===== config.mk =====
export PLATFORM = sky130hd
export DESIGN_NAME = multi_fifo_queue_manager_unit
export DESIGN_NICKNAME = d
export VERILOG_FILES = /design/src/design/mfq_pkg.sv /design/src/design/mfq_pool.sv /design/src/design/multi_fifo_queue_manager_unit.sv
export SDC_FILE = /design/constraint.sdc
export NUM_CORES = 2
export LEC_CHECK = 0
export ABC_AREA = 1
export BUFFER_PORTS_ARGS = -buffer_cell sky130_fd_sc_hd__clkbuf_2
export CAP_MARGIN = 20
export CORE_ASPECT_RATIO = 1.5
export CORE_MARGIN = 5
export CORE_UTILIZATION = 55
export DETAILED_ROUTE_END_ITERATION = 7
export PLACE_DENSITY = 0.74
export RECOVER_POWER = 100
export SYNTH_ARGS = -nofsm -noshare
export SYNTH_HDL_FRONTEND = slang
export SYNTH_HIERARCHICAL = 1
export SYNTH_SLANG_ARGS = --single-unit

===== constraint.sdc =====
create_clock -name clk_i -period 3.76 [get_ports clk_i]
set_input_delay 0.752 -clock clk_i [delete_from_list [all_inputs] [get_ports clk_i]]
set_output_delay 0.752 -clock clk_i [all_outputs]
set_load 0.01 [all_outputs]

===== src/design/mfq_pkg.sv =====
`timescale 1ns / 1ps
// ----------------------------------------------------------------------------
// mfq_pkg: shared types and constants of the multi-queue FIFO manager
// Operation, status and sequencer codes, and the fixed field widths.
// ----------------------------------------------------------------------------
package mfq_pkg;

  localparam int unsigned FUNC_BITS   = 2;
  localparam int unsigned SEL_BITS    = 3;
  localparam int unsigned TAG_IO_BITS = 32;
  localparam int unsigned STATUS_BITS = 2;
  localparam int unsigned POS_BITS    = 6;
  localparam int unsigned CFG_BITS    = 4;

  // List stops after this many transfers.
  localparam int unsigned MAX_RESULTS = 32;

  localparam logic [CFG_BITS-1:0] ACTIVE_RESET = 4'd8;

  typedef enum logic [FUNC_BITS-1:0] {
    FUNC_LIST   = 2'd0,
    FUNC_APPEND = 2'd1,
    FUNC_POP    = 2'd2
  } mfq_func_e;

  typedef enum logic [STATUS_BITS-1:0] {
    ST_OK        = 2'd0,
    ST_EMPTY     = 2'd1,
    ST_FULL      = 2'd2,
    ST_BAD_QUEUE = 2'd3
  } mfq_status_e;

  typedef enum logic [2:0] {
    S_IDLE,
    S_APPEND,
    S_POP_ADDR,
    S_POP_DONE,
    S_LIST_HEAD,
    S_LIST_WALK
  } mfq_state_e;

  // Write enables into the entry pool.
  typedef struct packed {
    logic link;
    logic tag;
  } mfq_pool_we_t;

endpackage


===== src/design/mfq_pool.sv =====
`timescale 1ns / 1ps
// ----------------------------------------------------------------------------
// mfq_pool: shared entry pool
// Link and tag memories with one registered read port; unwritten links
// read as the free-list chain order.
// ----------------------------------------------------------------------------
module mfq_pool #(
  parameter int unsigned POOL_ENTRIES = 32,
  parameter int unsigned TAG_BITS     = 32,
  localparam int unsigned EW          = $clog2(POOL_ENTRIES)
) (
  input  logic                 clk_i,
  input  logic                 rst_ni,
  input  logic [EW-1:0]        rd_addr_i,
  input  mfq_pkg::mfq_pool_we_t wr_en_i,
  input  logic [EW-1:0]        link_waddr_i,
  input  logic [EW-1:0]        link_wdata_i,
  input  logic [EW-1:0]        tag_waddr_i,
  input  logic [TAG_BITS-1:0]  tag_wdata_i,
  output logic [EW-1:0]        link_rdata_o,
  output logic [TAG_BITS-1:0]  tag_rdata_o
);

  logic [EW-1:0]           link_mem [POOL_ENTRIES];
  logic [TAG_BITS-1:0]     tag_mem  [POOL_ENTRIES];
  logic [POOL_ENTRIES-1:0] link_vld_q;
  logic [EW-1:0]           chain_next;
  logic [EW-1:0]           link_rd_q;
  logic [TAG_BITS-1:0]     tag_rd_q;

  // Chain order: next entry, last one wraps to zero.
  assign chain_next = (rd_addr_i == EW'(POOL_ENTRIES - 1)) ? '0 : rd_addr_i + 1'b1;

  always_ff @(posedge clk_i or negedge rst_ni) begin
    if (!rst_ni) begin
      link_vld_q <= '0;
    end else if (wr_en_i.link) begin
      link_vld_q[link_waddr_i] <= 1'b1;
    end
  end

  always_ff @(posedge clk_i) begin
    if (wr_en_i.link) begin
      link_mem[link_waddr_i] <= link_wdata_i;
    end
    link_rd_q <= link_vld_q[rd_addr_i] ? link_mem[rd_addr_i] : chain_next;
  end

  always_ff @(posedge clk_i) begin
    if (wr_en_i.tag) begin
      tag_mem[tag_waddr_i] <= tag_wdata_i;
    end
    tag_rd_q <= tag_mem[rd_addr_i];
  end

  assign link_rdata_o = link_rd_q;
  assign tag_rdata_o  = tag_rd_q;

endmodule


===== src/design/multi_fifo_queue_manager_unit.sv =====
`timescale 1ns / 1ps
// ----------------------------------------------------------------------------
// multi_fifo_queue_manager_unit: several FIFO queues over one linked pool
// Append, pop or list a queue; entries come from a shared free list.
// ----------------------------------------------------------------------------
//
// Channel     Ports                                   Handshake
// ---------   -------------------------------------   --------------------------
// command     func_i, queue_sel_i, tag_in_i           start_i & !busy_o
// result      status_o, tag_out_o, position_o, last_o done_o, one cycle, no stall
// config      cfg_data_i                              cfg_we_i, write only
//
// A rejected command (bad queue, empty, pool full) leaves busy_o low. Append
// runs S_APPEND, pop S_POP_ADDR then S_POP_DONE, and a list S_LIST_HEAD then
// S_LIST_WALK once per entry: every step waits on the registered read port of
// the pool memories, and the list walks one link per cycle through that port.
// Each result is registered and shows in the cycle after the step that makes it.
// Reset chains the free list at once through per-entry valid bits on the
// link memory; no clearing pass. The result side cannot stall.
// ----------------------------------------------------------------------------
module multi_fifo_queue_manager_unit #(
  parameter int unsigned NUM_QUEUES   = 8,
  parameter int unsigned POOL_ENTRIES = 32,
  parameter int unsigned TAG_BITS     = 32
) (
  input  logic                                clk_i,
  input  logic                                rst_ni,
  input  logic                                start_i,
  output logic                                busy_o,
  input  logic [mfq_pkg::FUNC_BITS-1:0]       func_i,
  input  logic [mfq_pkg::SEL_BITS-1:0]        queue_sel_i,
  input  logic [mfq_pkg::TAG_IO_BITS-1:0]     tag_in_i,
  input  logic                                cfg_we_i,
  input  logic [mfq_pkg::CFG_BITS-1:0]        cfg_data_i,
  output logic                                done_o,
  output logic [mfq_pkg::STATUS_BITS-1:0]     status_o,
  output logic [mfq_pkg::TAG_IO_BITS-1:0]     tag_out_o,
  output logic [mfq_pkg::POS_BITS-1:0]        position_o,
  output logic                                last_o
);

  localparam int unsigned EW  = $clog2(POOL_ENTRIES);
  localparam int unsigned QW  = (NUM_QUEUES > 1) ? $clog2(NUM_QUEUES) : 1;
  localparam int unsigned SW  = (QW > mfq_pkg::SEL_BITS) ? QW : mfq_pkg::SEL_BITS;
  localparam int unsigned FCW = $clog2(POOL_ENTRIES + 1);
  localparam int unsigned LIST_LIMIT =
    (mfq_pkg::MAX_RESULTS < POOL_ENTRIES) ? mfq_pkg::MAX_RESULTS : POOL_ENTRIES;
  localparam int unsigned PW = mfq_pkg::POS_BITS;

  // Sequencer and working registers
  mfq_pkg::mfq_state_e state_q, state_d;
  logic [QW-1:0]         q_q, q_d;
  logic [EW-1:0]         cur_q, cur_d;
  logic [EW-1:0]         tail_q, tail_d;
  logic [PW-1:0]         k_q, k_d;
  logic [EW-1:0]         free_head_q, free_head_d;
  logic [FCW-1:0]        free_cnt_q, free_cnt_d;
  logic [NUM_QUEUES-1:0] nonempty_q, nonempty_d;
  logic [mfq_pkg::CFG_BITS-1:0] active_q;

  // Result register
  logic                               done_q, done_d;
  mfq_pkg::mfq_status_e               status_q, status_d;
  logic [mfq_pkg::TAG_IO_BITS-1:0]    tag_out_q, tag_out_d;
  logic [PW-1:0]                      pos_q, pos_d;
  logic                               last_q, last_d;

  // Per-queue head and tail memories
  logic [EW-1:0] head_mem [NUM_QUEUES];
  logic [EW-1:0] tail_mem [NUM_QUEUES];
  logic [EW-1:0] head_rd_q, tail_rd_q;
  logic          qt_rd_en;
  logic          head_we, tail_we;
  logic [EW-1:0] head_wdata, tail_wdata;

  // Pool port
  logic [EW-1:0]         pool_rd_addr;
  mfq_pkg::mfq_pool_we_t pool_we;
  logic [EW-1:0]         link_waddr, link_wdata;
  logic [EW-1:0]         link_rdata;
  logic [TAG_BITS-1:0]   tag_rdata;

  logic [SW-1:0] sel_ext;
  logic [QW-1:0] sel_idx;
  logic          bad_sel;
  logic          walk_stop;

  assign sel_ext = SW'(queue_sel_i);
  assign sel_idx = sel_ext[QW-1:0];
  // Reject an index at or above the active count or the built queue count.
  assign bad_sel = (mfq_pkg::CFG_BITS'(queue_sel_i) >= active_q) ||
                   (7'(queue_sel_i) >= 7'(NUM_QUEUES));

  assign walk_stop = (cur_q == tail_q) || (k_q == PW'(LIST_LIMIT - 1));

  assign busy_o = (state_q != mfq_pkg::S_IDLE);

  mfq_pool #(
    .POOL_ENTRIES (POOL_ENTRIES),
    .TAG_BITS     (TAG_BITS)
  ) u_pool (
    .clk_i        (clk_i),
    .rst_ni       (rst_ni),
    .rd_addr_i    (pool_rd_addr),
    .wr_en_i      (pool_we),
    .link_waddr_i (link_waddr),
    .link_wdata_i (link_wdata),
    .tag_waddr_i  (free_head_q),
    .tag_wdata_i  (TAG_BITS'(tag_in_i)),
    .link_rdata_o (link_rdata),
    .tag_rdata_o  (tag_rdata)
  );

  // Head/tail memories: read at the command's queue on accept, write later.
  always_ff @(posedge clk_i) begin
    if (head_we) begin
      head_mem[q_q] <= head_wdata;
    end
    if (tail_we) begin
      tail_mem[q_q] <= tail_wdata;
    end
    if (qt_rd_en) begin
      head_rd_q <= head_mem[sel_idx];
      tail_rd_q <= tail_mem[sel_idx];
    end
  end

  always_ff @(posedge clk_i or negedge rst_ni) begin
    if (!rst_ni) begin
      state_q     <= mfq_pkg::S_IDLE;
      free_head_q <= '0;
      free_cnt_q  <= FCW'(POOL_ENTRIES);
      nonempty_q  <= '0;
      active_q    <= mfq_pkg::ACTIVE_RESET;
      done_q      <= 1'b0;
    end else begin
      state_q     <= state_d;
      free_head_q <= free_head_d;
      free_cnt_q  <= free_cnt_d;
      nonempty_q  <= nonempty_d;
      done_q      <= done_d;
      if (cfg_we_i) begin
        active_q <= cfg_data_i;
      end
    end
  end

  // Payload registers
  always_ff @(posedge clk_i) begin
    q_q       <= q_d;
    cur_q     <= cur_d;
    tail_q    <= tail_d;
    k_q       <= k_d;
    status_q  <= status_d;
    tag_out_q <= tag_out_d;
    pos_q     <= pos_d;
    last_q    <= last_d;
  end

  always_comb begin
    state_d     = state_q;
    q_d         = q_q;
    cur_d       = cur_q;
    tail_d      = tail_q;
    k_d         = k_q;
    free_head_d = free_head_q;
    free_cnt_d  = free_cnt_q;
    nonempty_d  = nonempty_q;

    done_d    = 1'b0;
    status_d  = mfq_pkg::ST_OK;
    tag_out_d = '0;
    pos_d     = '0;
    last_d    = 1'b0;

    qt_rd_en     = 1'b0;
    head_we      = 1'b0;
    tail_we      = 1'b0;
    head_wdata   = free_head_q;
    tail_wdata   = free_head_q;
    pool_rd_addr = cur_q;
    pool_we      = '0;
    link_waddr   = cur_q;
    link_wdata   = free_head_q;

    case (state_q)
      mfq_pkg::S_IDLE: begin
        if (start_i) begin
          case (mfq_pkg::mfq_func_e'(func_i))
            mfq_pkg::FUNC_LIST, mfq_pkg::FUNC_POP: begin
              if (bad_sel) begin
                done_d   = 1'b1;
                status_d = mfq_pkg::ST_BAD_QUEUE;
                last_d   = 1'b1;
              end else if (!nonempty_q[sel_idx]) begin
                done_d   = 1'b1;
                status_d = mfq_pkg::ST_EMPTY;
                last_d   = 1'b1;
              end else begin
                qt_rd_en = 1'b1;
                q_d      = sel_idx;
                state_d  = (mfq_pkg::mfq_func_e'(func_i) == mfq_pkg::FUNC_POP) ?
                           mfq_pkg::S_POP_ADDR : mfq_pkg::S_LIST_HEAD;
              end
            end
            mfq_pkg::FUNC_APPEND: begin
              if (bad_sel) begin
                done_d   = 1'b1;
                status_d = mfq_pkg::ST_BAD_QUEUE;
                last_d   = 1'b1;
              end else if (free_cnt_q == '0) begin
                done_d   = 1'b1;
                status_d = mfq_pkg::ST_FULL;
                last_d   = 1'b1;
              end else begin
                // Fetch the free head's link and store the tag in its entry.
                qt_rd_en     = 1'b1;
                q_d          = sel_idx;
                pool_rd_addr = free_head_q;
                pool_we.tag  = 1'b1;
                state_d      = mfq_pkg::S_APPEND;
              end
            end
            default: begin
              // Unused code: drop it.
            end
          endcase
        end
      end

      mfq_pkg::S_APPEND: begin
        free_head_d = link_rdata;
        free_cnt_d  = free_cnt_q - 1'b1;
        tail_we     = 1'b1;
        if (nonempty_q[q_q]) begin
          // Hook the new entry behind the old tail.
          pool_we.link = 1'b1;
          link_waddr   = tail_rd_q;
        end else begin
          head_we = 1'b1;
        end
        nonempty_d[q_q] = 1'b1;
        done_d  = 1'b1;
        last_d  = 1'b1;
        state_d = mfq_pkg::S_IDLE;
      end

      mfq_pkg::S_POP_ADDR: begin
        cur_d        = head_rd_q;
        tail_d       = tail_rd_q;
        pool_rd_addr = head_rd_q;
        state_d      = mfq_pkg::S_POP_DONE;
      end

      mfq_pkg::S_POP_DONE: begin
        done_d    = 1'b1;
        last_d    = 1'b1;
        tag_out_d = mfq_pkg::TAG_IO_BITS'(tag_rdata);
        if (cur_q == tail_q) begin
          nonempty_d[q_q] = 1'b0;
        end else begin
          head_we    = 1'b1;
          head_wdata = link_rdata;
        end
        // Return the entry to the head of the free list.
        pool_we.link = 1'b1;
        free_head_d  = cur_q;
        if (free_cnt_q < FCW'(POOL_ENTRIES)) begin
          free_cnt_d = free_cnt_q + 1'b1;
        end
        state_d = mfq_pkg::S_IDLE;
      end

      mfq_pkg::S_LIST_HEAD: begin
        cur_d        = head_rd_q;
        tail_d       = tail_rd_q;
        pool_rd_addr = head_rd_q;
        k_d          = '0;
        state_d      = mfq_pkg::S_LIST_WALK;
      end

      mfq_pkg::S_LIST_WALK: begin
        done_d    = 1'b1;
        tag_out_d = mfq_pkg::TAG_IO_BITS'(tag_rdata);
        pos_d     = k_q + 1'b1;
        last_d    = walk_stop;
        if (walk_stop) begin
          state_d = mfq_pkg::S_IDLE;
        end else begin
          // Advance along the link read for this entry.
          cur_d        = link_rdata;
          pool_rd_addr = link_rdata;
          k_d          = k_q + 1'b1;
        end
      end

      default: begin
        state_d = mfq_pkg::S_IDLE;
      end
    endcase
  end

  assign done_o     = done_q;
  assign status_o   = status_q;
  assign tag_out_o  = tag_out_q;
  assign position_o = pos_q;
  assign last_o     = last_q;

endmodule


; After elaboration in Yosys (flattened, before gate mapping)
; Memory sizes are Yosys's and may differ from the RTL's. A register that Yosys moved wholly into a read port is not among the register bits.
; Cells that the tools add are included.
[classes]
n_reduce_logical = 22
n_mux = 81
n_addsub = 4
order_cmp = 8
bitwise = 4
n_eq_ne = 24
[op_table]
columns = operator, count
row1 = 5-bit 2-to-1 mux, 11
row2 = 3-bit 2-to-1 mux, 11
row3 = 1-bit 2-to-1 mux, 32
row4 = 32-bit bitwise OR, 1
row5 = 6-bit case mux with 2 select lines, 2
row6 = 5-bit case mux with 2 select lines, 2
row7 = "2-bit != test, second input constant", 9
row8 = 8-bit case mux with 2 select lines, 1
row9 = 5-bit case mux with 3 select lines, 1
row10 = 7-bit AND reduction, 2
row11 = "6-bit by 1-bit adder with 6-bit output, second input constant", 2
row12 = "5-bit by 6-bit < comparator with 1-bit output, second input constant", 2
row13 = 6-bit 2-to-1 mux, 2
row14 = "3-bit != test, second input constant", 4
row15 = 3-bit case mux with 2 select lines, 2
row16 = 3-bit case mux with 4 select lines, 1
row17 = 1-bit case mux with 2 select lines, 5
row18 = 8-bit bitwise AND, 1
row19 = "3-bit by 4-bit < comparator with 1-bit output, second input constant", 2
row20 = 8-bit 2-to-1 mux, 1
row21 = 8-bit NOT, 1
row22 = 8-bit bitwise OR, 1
row23 = 2-bit AND reduction, 4
row24 = 2-bit nonzero test, 4
row25 = 30 further kinds, 39
[totals]
reg_bits = 124
memories = 4
wordCells = 163
in_bits = 45
ramBits = 1264
output_inout_bits = 43
[memory_table]
columns = memory, words, word_bits, rd, rd_clocked_by_memory_dff, wr, line_no
row1 = u_pool.tag_mem, 32, 32, 1, 1, 1, mfq_pool.sv:25  ; logic [TAG_BITS-1:0] tag_mem [POOL_ENTRIES];
row2 = u_pool.link_mem, 32, 5, 1, 0, 1, mfq_pool.sv:24  ; logic [EW-1:0] link_mem [POOL_ENTRIES];
row3 = head_mem, 8, 5, 1, 1, 1, multi_fifo_queue_manager_unit.sv:69  ; logic [EW-1:0] head_mem [NUM_QUEUES];
row4 = tail_mem, 8, 5, 1, 1, 1, multi_fifo_queue_manager_unit.sv:70  ; logic [EW-1:0] tail_mem [NUM_QUEUES];

; Logic depth before layout (Yosys ltp)
[logic_depth]
ltp_word = 9
ltp_mapped = 28
depth_no_buf = 23

; Hierarchy
; Netlist, hierarchy kept.
[by_module_without_submodules]
columns = mod, area_per_inst_um2, seq_area_each_um2, cells_per_inst, n_inst
row1 = mfq_pool, 50280.7, 37095.6, 4274, 1
row2 = multi_fifo_queue_manager_unit, 7566.0, 4772.1, 762, 1

; Worst setup path before layout
; OpenSTA, ideal clock, no wires.
[synth_timing]
path_kind = in2reg
start = input queue_sel_i[0] (netlist bit)
end = memory u_pool.tag_mem[31][0] (enable)
setup_time_ps = 421
path_slack_ps = -719
path_buffers = 2
arrival_time_ps = 4058
stages = 11
t_required_ps = 3339
path_cell_list = buf_2 inv_2 clkbuf_1 ha_1 nand4_1 nand3_1 nor2_1 nand2_1 nor2_1 nand3_1 nor2_1
[synth_lines]
columns = element, line_no
row1 = start: declaration, multi_fifo_queue_manager_unit.sv:31  ; input logic [mfq_pkg::SEL_BITS-1:0] queue_sel_i,
row2 = end: declaration, mfq_pool.sv:25

; Final worst setup path
[layout_timing]
start = register free_head_q[4]
end = memory u_pool.tag_mem[31][17] (enable)
[layout_lines]
columns = element, line_no
row1 = start: declaration, multi_fifo_queue_manager_unit.sv:56  ; logic [EW-1:0] free_head_q, free_head_d;
row2 = start signal: assignment, multi_fifo_queue_manager_unit.sv:138  ; free_head_q <= free_head_d;
; No word-level cell before the write port.

==> results.json <==
{
  "grt_pass1_wl_mm": 232.4,
  "cts_buffer_depth": 3,
  "path_clk_slew_ns": 0.06,
  "rsz0062_at_grt": "false",
  "pin_count": 88,
  "fin_skew_ns": 0.02280,
  "rows": 145,
  "synth_cell_types": 44,
  "timing.final.ws_setup_ns": 0.2138,
  "synth_warnings": 6,
  "ys_top_cells_by_count": "1,455 x nand2_1, 1,293 x edfxtp_1, 469 x nor2_1, 460 x nand3_1, 268 x a21oi_1",
  "place_area_um2": 62310,
  "die_x_um": 274.8,
  "area_delta_synth_final_pct": 13.63,
  "dp_hpwl_mm": 91.43,
  "yosys-top-cells-area": "edfxtp_1 67%, nand2_1 9.4%, nand3_1 4.0%",
  "grt_start_max_net_pins": 59,
  "reg2reg_depth": 4,
  "grt_pass1_vias": 38510,
  "period_share_pct": 94.31,
  "final_nets": 5268,
  "syn_area_um2": 57850,
  "die_area_um2": 111900,
  "ys.flop_type": "edfxtp_1",
  "cts_max_level": 4,
  "slowest_delay_ns": 1.35,
  "crit_path_end_kind": "register",
  "fillers": 7662,
  "track_usage_pct": 27.63,
  "ys_async_sr_fraction_pct": 4.126,
  "drc_errors": 0,
  "hold_end": "active_q[3]",
  "clock-sinks": 1430,
  "hp-class": "in -> reg",
  "postLayoutCoreUtil_pct": 63.01,
  "clock_tree.root_cell": "clkbuf_16",
  "fin_area_um2": 65730,
  "cts_resized": 0,
  "syn_inst": 5036,
  "wire_per_inst_um": 23.31,
  "critical_path_class": "reg -> reg",
  "io_buffer_count": 87,
  "tightest_slew_ns": 2.400,
  "yosys.area.top_type": "edfxtp_1",
  "setup_tns_ns": 0,
  "synth.most_common_cell": "nand2_1",
  "status": "finished, violations left",
  "drt-initial-drc-count": 5060,
  "drv_slew": 202,
  "ir_drop_uv": 628.8,
  "cts_buffers": 130,
  "core-area_um2": 104300,
  "rr_startpoint": "free_head_q[4]",
  "power_density_nw_per_um2": 906.0,
  "p_total_w": 0.05955,
  "crit_path_max_fanout": 32,
  "r2r_end": "u_pool/tag_mem[31][17]",
  "via_per_inst": 5.893,
  "yosysSeqAreaShare_pct": 72.38,
  "slew_headroom_pct": -59.97,
  "floorplan.initialDensity_pct": 55.45,
  "cts_tree": "built",
  "drive_gt1_share_pct": 8.954,
  "p_leak_nw": 24.69,
  "overflow": 0,
  "ff2ff_setup_slack_ns": 0.21,
  "synth_nets": 5097,
  "min_period_ns": 3.546,
  "worstPathCellList": "clkbuf_1 > nand3_1 > nor2_2 > buf_12",
  "cts_hold_buf": 0,
  "max_cap_violations": 5,
  "whs_path_depth": 3,
  "antenna_found_initial": 11,
  "arrival_ns": 4.00,
  "worst_skew_pair.late_latency_ns": 0.77,
  "min_from": "cfg_data_i[3]",
  "violations": "capacitance limit, slew limit",
  "fp.dieH_um": 407.2,
  "ys_seq_elements": 1430,
  "setup_viol": 0,
  "avgSynthCellArea_um2": 11.49,
  "pre_cts_ws_ns": -0.2442,
  "crit_path_start_kind": "register",
  "dr.pass1.iters": 6,
  "ant_nets": 0,
  "via_count": 39600,
  "cpMaxStageDelayCell": "clkbuf_1",
  "synth_edf_count": 1293,
  "postCtsSetupBuffers": 0,
  "yosysTopAreaCellShare_pct": 67.12,
  "critPathRequiredTime_ns": 4.21,
  "finalHoldViolCount": 0,
  "routed_wirelength_mm": 156.6,
  "gp_congestion": 0.8957,
  "max_freq_ghz": 0.2820
}
## routing by layer
| layer | share of wire [%] | track usage, % | wire (um) |
|---|---|---|---|
| met2 | 50 | 46.71 | 78600 |
| met5 | 0 | 0 | 0 |
| met4 | 5.1 | 13.17 | 8045 |
| met3 | 9.4 | 4.872 | 14790 |
| met1 | 35 | 34.68 | 55200 |
## layout make-up
| type | instances | area (um2) | share of cell area (%) |
|---|---|---|---|
| Clock inverter | 65 | 775.7 | 1.180 |
| Sequential cell | 1430 | 41870 | 63.70 |
| Multi-Input combinational cell | 3112 | 13840 | 21.06 |
| Antenna cell | 8 | 20.02 | 0.03046 |
| Inverter | 210 | 810.8 | 1.234 |
| Timing Repair Buffer | 323 | 3138 | 4.774 |
| Tap cell | 1396 | 1747 | 2.657 |
| Clock buffer | 176 | 3526 | 5.364 |
## worst max-delay path by stage
stage | slack [ns] | startpoint | cells after the start | endpoint
global route | 0.08 | k_q[0] | 20 | u_pool/tag_rdata_o[18]
finish | 0.21 | free_head_q[4] | 4 | u_pool/tag_mem[31][17]
global placement | -0.28 | queue_sel_i[1] | 20 | u_pool/tag_rdata_o[16]
floorplan | -0.30 | queue_sel_i[0] | 11 | u_pool/tag_mem[0][0]
CTS | 0.18 | k_q[0] | 18 | u_pool/tag_rdata_o[16]
detailed placement | -0.24 | queue_sel_i[1] | 20 | u_pool/tag_rdata_o[16]
## worst max-delay path, delay by kind of cell (launching register included)
family | cells | cell delay, ns
and+or+nand+nor | 2 | 1.27
buffers and inverters | 2 | 1.58
DFF | 1 | 0.35
## kinds of logic (layout without fill, tap and decap cells)
| family | after synthesis | after routing | share of synthesized area, % |
|---|---|---|---|
| AND/OR/NAND/NOR | 2440 | 2440 | 17.15 |
| flip-flops | 1430 | 1430 | 72.38 |
| AO/OA/AOI/OAI | 646 | 646 | 6.247 |
| buffers and inverters | 494 | 774 | 3.707 |
| adder cells (fa/ha/maj) | 16 | 16 | 0.3591 |
| XOR/XNOR | 9 | 9 | 0.1363 |
| multiplexers | 1 | 1 | 0.01947 |
| other | 0 | 8 | 0 |
## per-stage QoR
stage	cells	hold slack, ns
after detailed placement	6471	0.4210
after global placement	6471	0.4266
after CTS	6712	0.1490
final	6720	0.2059
after global routing	6719	0.2018
after floorplan	5036	0.3936
## state kept, by name (all words and copies together) (netlist names), 5 cells and up, named ones only
register,cells
u_pool/link_rdata_o,5
head_mem,40
free_cnt_q,6
tail_mem,40
tail_rd_q,5
position_o,6
cur_q,5
u_pool/link_vld_q,32
u_pool/link_mem,160
u_pool/tag_rdata_o,32
tail_q,5
free_head_q,5
head_rd_q,5
tag_out_o,32
u_pool/tag_mem,1024
k_q,6
## cells in the final DEF, fill, tap and decap left out, types with 4 or more instances in the layout
cell type and n:
a31oi_1 10, o22ai_1 21, clkbuf_16 130, edfxtp_1 1293
dfrtp_1 57, buf_4 91, clkbuf_2 28, nor2_4 6
buf_12 90, a21oi_1 268, buf_2 5, inv_6 9
clkinvlp_4 8, clkinv_2 12, nand3_1 460, clkbuf_8 10
buf_6 5, nand2_1 1457, dfxtp_1 78, clkinv_8 4
clkinv_1 16, o31ai_1 123, xor2_1 7, o21ai_0 211
inv_1 202, nor2_1 463, bufinv_16 11, nand4_1 11
clkbuf_1 129, inv_16 5, clkbuf_4 11, diode_2 8
ha_1 15, or2_2 32
## power by group
part           internal (W)  total (W)  switching [W]
clock network       0.00746     0.0133        0.00585
registers            0.0184     0.0189       0.000447
logic               0.00905     0.0274         0.0183
total                0.0350     0.0596         0.0246
No activity file was read; power rests on OpenSTA's default activity.
